**config.mk**
```make
export PLATFORM = sky130hd
export DESIGN_NAME = positional_insert_delete_stack
export DESIGN_NICKNAME = d
export VERILOG_FILES = /design/src/design/pids_pkg.sv /design/src/design/positional_insert_delete_stack.sv
export SDC_FILE = /design/constraint.sdc
export NUM_CORES = 2
export LEC_CHECK = 0
export BUFFER_PORTS_ARGS = -buffer_cell sky130_fd_sc_hd__buf_4
export CORE_UTILIZATION = 30
export CTS_BUF_LIST = sky130_fd_sc_hd__clkbuf_8
export DETAILED_ROUTE_END_ITERATION = 6
export REMOVE_ABC_BUFFERS = 1
export SETUP_SLACK_MARGIN = 0.05
export SYNTH_ARGS = -nofsm -noshare
export SYNTH_HDL_FRONTEND = slang
export SYNTH_SLANG_ARGS = --single-unit
```
**constraint.sdc**
```tcl
create_clock -name clk -period 5.3 [get_ports clk]
set_input_delay 0.265 -clock clk [delete_from_list [all_inputs] [get_ports clk]]
set_output_delay 0.265 -clock clk [all_outputs]
set_load 0.01 [all_outputs]
```
**src/design/pids_pkg.sv**
```systemverilog
// Package for the positional insert/delete stack: sizes, command codes,
// status codes and sequencer states. No dependencies.
package pids_pkg;

  localparam int DEPTH  = 64;
  localparam int DATA_W = 32;
  localparam int ADDR_W = $clog2(DEPTH);
  localparam int CNT_W  = $clog2(DEPTH + 1);

  // Port field widths
  localparam int CMD_W  = 3;
  localparam int POS_W  = 6;
  localparam int WORD_W = 32;
  localparam int STAT_W = 2;

  typedef enum logic [CMD_W-1:0] {
    CMD_PUSH     = 3'd0,
    CMD_INSERT   = 3'd1,
    CMD_POP      = 3'd2,
    CMD_DELETE   = 3'd3,
    CMD_READ_IDX = 3'd4,
    CMD_READ_TOP = 3'd5
  } cmd_t;

  typedef enum logic [STAT_W-1:0] {
    STAT_OK     = 2'd0,
    STAT_FULL   = 2'd1,
    STAT_EMPTY  = 2'd2,
    STAT_BADPOS = 2'd3
  } stat_t;

  typedef enum logic [5:0] {
    S_IDLE      = 6'b000001,
    S_DECODE    = 6'b000010,
    S_SHIFT_RD  = 6'b000100,
    S_SHIFT_WR  = 6'b001000,
    S_INS_PUT   = 6'b010000,
    S_READ_WAIT = 6'b100000
  } state_t;

endpackage

```
**src/design/positional_insert_delete_stack.sv**
```systemverilog
// Bounded stack of data words with positional insert and delete.
// Depends on pids_pkg for sizes, command/status codes and states.
//
// One transaction is handled at a time by a small sequencer around a single
// storage array with one write port and one registered read port. Push, pop,
// insert at the top, delete of the top entry and failed commands finish in the
// decode state; reads pass through a wait state for the registered read port.
// Insert at position p with n entries held moves n-p entries, delete at p
// moves n-p-1 entries; each move is a read then a write on the array, and an
// insert that moves entries ends with one more write for the new word. The
// result sits in an output register; a new transaction is taken once the
// sequencer is idle and the output register is free or being drained in that
// cycle.
module positional_insert_delete_stack (
  input  logic                        clk,
  input  logic                        rst_n,
  input  logic                        in_valid,
  output logic                        in_stall,
  input  logic [pids_pkg::CMD_W-1:0]  in_command,
  input  logic [pids_pkg::POS_W-1:0]  in_position,
  input  logic [pids_pkg::WORD_W-1:0] in_data_in,
  output logic                        out_valid,
  input  logic                        out_stall,
  output logic [pids_pkg::WORD_W-1:0] out_data_out,
  output logic [pids_pkg::STAT_W-1:0] out_status,
  output logic [pids_pkg::CNT_W-1:0]  out_count
);
  import pids_pkg::*;

  state_t              state_r, state_nxt;
  cmd_t                cmd_r;
  logic [ADDR_W-1:0]   pos_r;
  logic [DATA_W-1:0]   word_r;
  logic [ADDR_W-1:0]   idx_r, idx_nxt;
  logic [CNT_W-1:0]    held_r, held_nxt;

  logic [DATA_W-1:0]   mem [DEPTH];
  logic [DATA_W-1:0]   rd_data_r;
  logic                mem_we;
  logic [ADDR_W-1:0]   mem_waddr;
  logic [ADDR_W-1:0]   mem_raddr;
  logic [DATA_W-1:0]   mem_wdata;

  logic                done;
  stat_t               res_status;
  logic [DATA_W-1:0]   res_data;

  logic                out_valid_r;
  logic [WORD_W-1:0]   out_data_r;
  stat_t               out_status_r;
  logic [CNT_W-1:0]    out_count_r;

  logic                in_accept;
  logic                full;
  logic [CNT_W-1:0]    pos_ext;
  logic [CNT_W-1:0]    idx_ext;

  assign in_stall  = (state_r != S_IDLE) || (out_valid_r && out_stall);
  assign in_accept = in_valid && !in_stall;
  assign full      = (held_r == CNT_W'(DEPTH));
  assign pos_ext   = CNT_W'(pos_r);
  assign idx_ext   = CNT_W'(idx_r);

  // Sequencer
  always_comb begin
    state_nxt  = state_r;
    idx_nxt    = idx_r;
    held_nxt   = held_r;
    mem_we     = 1'b0;
    mem_waddr  = idx_r;
    mem_wdata  = rd_data_r;
    mem_raddr  = idx_r;
    done       = 1'b0;
    res_status = STAT_OK;
    res_data   = '0;

    unique case (state_r)
      S_IDLE: begin
        if (in_accept) begin
          state_nxt = S_DECODE;
        end
      end

      S_DECODE: begin
        case (cmd_r)
          CMD_PUSH: begin
            done      = 1'b1;
            state_nxt = S_IDLE;
            if (full) begin
              res_status = STAT_FULL;
            end else begin
              mem_we    = 1'b1;
              mem_waddr = held_r[ADDR_W-1:0];
              mem_wdata = word_r;
              held_nxt  = held_r + 1'b1;
            end
          end
          CMD_INSERT: begin
            if (full) begin
              done       = 1'b1;
              res_status = STAT_FULL;
              state_nxt  = S_IDLE;
            end else if (pos_ext > held_r) begin
              done       = 1'b1;
              res_status = STAT_BADPOS;
              state_nxt  = S_IDLE;
            end else if (pos_ext == held_r) begin
              done      = 1'b1;
              mem_we    = 1'b1;
              mem_waddr = pos_r;
              mem_wdata = word_r;
              held_nxt  = held_r + 1'b1;
              state_nxt = S_IDLE;
            end else begin
              // start at the top and move entries up one by one
              idx_nxt   = held_r[ADDR_W-1:0];
              state_nxt = S_SHIFT_RD;
            end
          end
          CMD_POP: begin
            done      = 1'b1;
            state_nxt = S_IDLE;
            if (held_r == '0) begin
              res_status = STAT_EMPTY;
            end else begin
              held_nxt = held_r - 1'b1;
            end
          end
          CMD_DELETE: begin
            if (pos_ext >= held_r) begin
              done       = 1'b1;
              res_status = STAT_BADPOS;
              state_nxt  = S_IDLE;
            end else if (pos_ext + 1'b1 < held_r) begin
              idx_nxt   = pos_r;
              state_nxt = S_SHIFT_RD;
            end else begin
              // deleting the top entry: nothing to move
              done      = 1'b1;
              held_nxt  = held_r - 1'b1;
              state_nxt = S_IDLE;
            end
          end
          CMD_READ_IDX: begin
            mem_raddr = pos_r;
            if (held_r == '0) begin
              done       = 1'b1;
              res_status = STAT_EMPTY;
              state_nxt  = S_IDLE;
            end else if (pos_ext >= held_r) begin
              done       = 1'b1;
              res_status = STAT_BADPOS;
              state_nxt  = S_IDLE;
            end else begin
              state_nxt = S_READ_WAIT;
            end
          end
          CMD_READ_TOP: begin
            mem_raddr = ADDR_W'(held_r - 1'b1);
            if (held_r == '0) begin
              done       = 1'b1;
              res_status = STAT_EMPTY;
              state_nxt  = S_IDLE;
            end else begin
              state_nxt = S_READ_WAIT;
            end
          end
          default: begin
            done       = 1'b1;
            res_status = STAT_BADPOS;
            state_nxt  = S_IDLE;
          end
        endcase
      end

      S_SHIFT_RD: begin
        mem_raddr = (cmd_r == CMD_INSERT) ? idx_r - 1'b1 : idx_r + 1'b1;
        state_nxt = S_SHIFT_WR;
      end

      S_SHIFT_WR: begin
        mem_we = 1'b1;
        if (cmd_r == CMD_INSERT) begin
          idx_nxt = idx_r - 1'b1;
          if (idx_nxt == pos_r) begin
            state_nxt = S_INS_PUT;
          end else begin
            state_nxt = S_SHIFT_RD;
          end
        end else begin
          idx_nxt = idx_r + 1'b1;
          if (idx_ext + 2'd2 < held_r) begin
            state_nxt = S_SHIFT_RD;
          end else begin
            done      = 1'b1;
            held_nxt  = held_r - 1'b1;
            state_nxt = S_IDLE;
          end
        end
      end

      S_INS_PUT: begin
        done      = 1'b1;
        mem_we    = 1'b1;
        mem_waddr = pos_r;
        mem_wdata = word_r;
        held_nxt  = held_r + 1'b1;
        state_nxt = S_IDLE;
      end

      S_READ_WAIT: begin
        done      = 1'b1;
        res_data  = rd_data_r;
        state_nxt = S_IDLE;
      end

      default: begin
        state_nxt = S_IDLE;
      end
    endcase
  end

  // Storage array: one write port, one registered read port
  always_ff @(posedge clk) begin
    if (mem_we) begin
      mem[mem_waddr] <= mem_wdata;
    end
    rd_data_r <= mem[mem_raddr];
  end

  always_ff @(posedge clk) begin
    if (!rst_n) begin
      state_r <= S_IDLE;
      held_r  <= '0;
      idx_r   <= '0;
    end else begin
      state_r <= state_nxt;
      held_r  <= held_nxt;
      idx_r   <= idx_nxt;
    end
  end

  // Hold the transaction's fields for the whole sequence
  always_ff @(posedge clk) begin
    if (in_accept) begin
      cmd_r  <= cmd_t'(in_command);
      pos_r  <= in_position[ADDR_W-1:0];
      word_r <= in_data_in[DATA_W-1:0];
    end
  end

  always_ff @(posedge clk) begin
    if (!rst_n) begin
      out_valid_r <= 1'b0;
    end else if (done) begin
      out_valid_r <= 1'b1;
    end else if (out_valid_r && !out_stall) begin
      out_valid_r <= 1'b0;
    end
  end

  always_ff @(posedge clk) begin
    if (done) begin
      out_data_r   <= WORD_W'(res_data);
      out_status_r <= res_status;
      out_count_r  <= held_nxt;
    end
  end

  assign out_valid    = out_valid_r;
  assign out_data_out = out_data_r;
  assign out_status   = out_status_r;
  assign out_count    = out_count_r;

  // Checks
  a_held_bound: assert property (@(posedge clk) disable iff (!rst_n)
    held_r <= CNT_W'(DEPTH))
    else $error("held count above depth");

  a_busy_stalls: assert property (@(posedge clk) disable iff (!rst_n)
    (state_r != S_IDLE) |-> in_stall)
    else $error("input not stalled while sequencer busy");

  a_count_matches: assert property (@(posedge clk) disable iff (!rst_n)
    out_valid_r |-> (out_count_r == held_r))
    else $error("pending result count differs from held count");

  a_write_busy: assert property (@(posedge clk) disable iff (!rst_n)
    mem_we |-> (state_r != S_IDLE))
    else $error("array written while idle");

endmodule
```
==> metrics.yaml <==
io_pins: 88
die_h_um: 538.7
endpoint_kind: "flop"
drv_slew: 0
ff2ff_path_depth: 12
placed_cell_area_um2: 94060
grt_pass1_wl_um: 394100
antenna_left: 0
fin_nets: 6941
p_clk_share_pct: 40.1
finClkSkew_ns: 0.08146
worstPathArrival_ns: 6.18
rows: 196
async_reset_ff_share_pct: 0
crit_fanout: 27
clock_sinks: 2182
tns_ns: 0
drive_gt1_share_pct: 13.71
path_clk_slew_ns: 0.06
antenna_found_initial: 23
area_delta_synth_final_pct: 17.44
cts.path.max_buffers: 4
route.detailed.drc: 0
cts_buffers: 366
synth_edf_count: 2130
drt-vias-per-instance: 5.218
die_area_um2: 290100
hold_violations: 0
syn_avg_cell_area_um2: 13.51
p_sw_mw: 7.553
synthFlopType: "edfxtp_1"
first_global_vias: 55270
power_per_cell_area_nw_per_um2: 334.5
hold_depth: 3
gp_congestion: 0.8955
core_um2: 285700
netlist_instances: 6395
grt_setup_unrepaired: "false"
drtIter0Drc: 6634
fin_crit_ns: 5.178
track_usage_pct: 18.53
critical_path.cell_chain: "or3b_1 > mux2i_1 > a32oi_1 > and3_4 > buf_12 > buf_4 > buf_4 > a221oi_1 > o21ai_0 > nand3_1 > a21oi_1 > and4_1"
nFillCells: 27120
design_area_um2: 101500
htree_num_levels: 5
p_int_mw: 26.38
critPathSlowestCell: "a21oi_1"
die_w_um: 538.7
start_util_pct: 30.24
grt_overflow_total: 0
max-cap-violations: 0
crit_required_ns: 6.30
cellLeakagePower_nw: 33.73
post_cts_buffers: 0
status: "complete, no violations"
seq_area_frac_synth_pct: 75.24
drt_wl_total_um: 275900
power_mw: 33.94
clockRootBuffer: "clkbuf_8"
seqPwrFrac_pct: 56.3
hold_path.class: "input pin to flop"
vias: 56970
grt_max_degree: 120
cp_common_cell: "buf_4"
fmax_mhz: 193.1
relSlewSlack_pct: 9.349
clkLatencyLatePin_ns: 1.09
p_comb_share_pct: 3.6
worst-setup-path-type: "flop to flop"
switching_share_pct: 22.26
syn_area_um2: 86400
ys_seq_elements: 2182
min_period_over_period_pct: 97.70
slowest_delay_ns: 0.98
wl_per_cell_um: 25.27
dpl.hpwl_um: 163200
setup_viol: 0
first_pass_iters: 6
cts_tree: "yes"
synth.distinct_cells: 74
worst_slew_pin_slew_ns: 1.360
ir_drop_uv: 290.2
numPortBuffers: 87
yosysWarnings: 0
start_kind: "flop"
## through the flow
stage / hold WS [ns] / std cells / worst slack (ns) / util [%]
after floorplan: 0.3639 / 5995 / -15.24 / -
after global placement: 0.4453 / 10180 / 0.2538 / 32.92
after detailed placement: 0.4445 / 10180 / 0.2598 / 32.92
after CTS: 0.008602 / 10900 / 0.1737 / 35.50
after global routing: 0.07636 / 10900 / 0.06716 / 35.50
final: 0.1106 / 10920 / 0.1221 / 35.52
## cells in the final DEF, fill, tap and decap left out, drive strengths merged, types with 23 or more instances in the layout
| cell | instances |
|---|---|
| edfxtp | 2130 |
| nand2 | 1677 |
| nand3 | 790 |
| buf | 420 |
| clkbuf | 382 |
| mux2i | 173 |
| a21oi | 164 |
| inv | 150 |
| nor2 | 144 |
| o21ai | 130 |
| clkinv | 109 |
| a31oi | 99 |
| dlygate4sd3 | 86 |
| a221oi | 85 |
| a32oi | 70 |
| dfxtp | 52 |
| and3 | 48 |
| nand4 | 46 |
| and2 | 44 |
| a22oi | 39 |
| nor4 | 36 |
| ha | 27 |
| a211oi | 26 |
| and4 | 24 |
| nor3 | 23 |
## layout make-up
class / count / area, um2 / share of cell area, %
multi-input cells: 3793 / 20170 / 19.88
clock inverters: 253 / 1232 / 1.215
diodes: 19 / 47.55 / 0.04686
repair buffers: 506 / 4977 / 4.905
inverters: 20 / 75.07 / 0.07399
clock buffers: 382 / 5258 / 5.181
well taps: 3762 / 4707 / 4.639
flip-flops and latches: 2182 / 65000 / 64.06
## Yosys cell counts (all sizes together) (4+ instances only)
cell type | number | area share [%]
a31oi | 99 | 0.72
a211oi | 26 | 0.23
o31ai | 6 | 0.052
or3 | 10 | 0.072
a32oi | 70 | 0.71
a21oi | 164 | 0.95
and4 | 24 | 0.24
o211ai | 6 | 0.052
nor2b | 6 | 0.043
nor3b | 7 | 0.072
a221oi | 85 | 0.90
dfxtp | 52 | 1.2
o41ai | 4 | 0.049
or3b | 4 | 0.041
and3 | 48 | 0.35
o31a | 6 | 0.061
nor3 | 23 | 0.14
xnor2 | 19 | 0.19
a22oi | 39 | 0.34
o21ai | 130 | 0.75
o22ai | 6 | 0.043
and2 | 44 | 0.32
mux2i | 173 | 2.0
nand3 | 790 | 4.6
ha | 27 | 0.39
a32o | 7 | 0.081
o21a | 6 | 0.052
nor4 | 36 | 0.27
inv | 18 | 0.078
a311oi | 4 | 0.041
clkbuf | 179 | 0.78
nand2b | 6 | 0.043
nand4 | 46 | 0.33
nand2 | 1677 | 7.3
edfxtp | 2130 | 74
nor2 | 144 | 0.64
buf | 221 | 1.3
a21o | 5 | 0.043
or4 | 5 | 0.043
## registers in the layout (all words and copies together) (netlist names)
name / cells
out_count: 7
mem: 2048
out_valid: 1
state_r: 6
held_r: 7
rd_data_r: 32
idx_r: 6
out_data_out: 32
word_r: 32
pos_r: 6
out_status: 2
cmd_r: 3
## repair_timing
item	CTS	global route
hold buffers	86	0
setup endpoints to repair	0	2
hold endpoints to repair	75	0
gates resized for setup	0	2
## cells by family (layout without fill, tap and decap cells)
| family | Yosys count | in the layout | synth area share, % |
|---|---|---|---|
| XOR/XNOR | 22 | 22 | 0.2230 |
| flip-flops | 2182 | 2182 | 75.24 |
| AND/OR/NAND/NOR | 2878 | 2878 | 14.55 |
| multiplexers | 174 | 174 | 2.017 |
| adder cells (fa/ha/maj) | 27 | 27 | 0.3910 |
| buffers and inverters | 420 | 1161 | 2.210 |
| other | 0 | 19 | 0 |
| AO/OA/AOI/OAI | 692 | 692 | 5.371 |
## worst max-delay path: cells and delay by family, from the launching register on
family          cells  cell delay [ns]
simple gates        4             1.78
compound gates      4             1.55
buf+inv             3             0.90
flops               1             0.60
mux                 1             0.24
## power groups by stage
stage	registers, mW	logic (mW)	clock network [mW]
after floorplan	19.5	0.593	0
after global placement	19.5	1.12	0
after detailed placement	19.5	1.14	0
after CTS	19.1	1.19	13.8
after global routing	19.1	1.28	14.6
final	19.1	1.21	13.6
## path summary, 6_finish.rpt
kind	from	to	slack, ns
setup / recovery	cmd_r[1]$_DFFE_PP_	rd_data_r[10]$_DFF_P_	0.12
hold / removal	rst_n	idx_r[3]$_SDFFE_PN0P_	0.11
setup reg to reg	cmd_r[1]$_DFFE_PP_	rd_data_r[10]$_DFF_P_	0.12
hold reg to reg	rd_data_r[21]$_DFF_P_	out_data_out[21]$_SDFFCE_PP0P_	0.56
## per-layer routing
| metal | vias to the layer above | part of all wire [%] | track usage [%] |
|---|---|---|---|
| met2 | 2887 | 46 | 29.10 |
| met3 | 520 | 8.9 | 3.917 |
| met5 | - | 0.036 | 0 |
| met1 | 28730 | 40 | 24.37 |
| met4 | 14 | 4.7 | 8.881 |
| li1 | 24820 | - | - |
(Power assumes the default switching activity.)
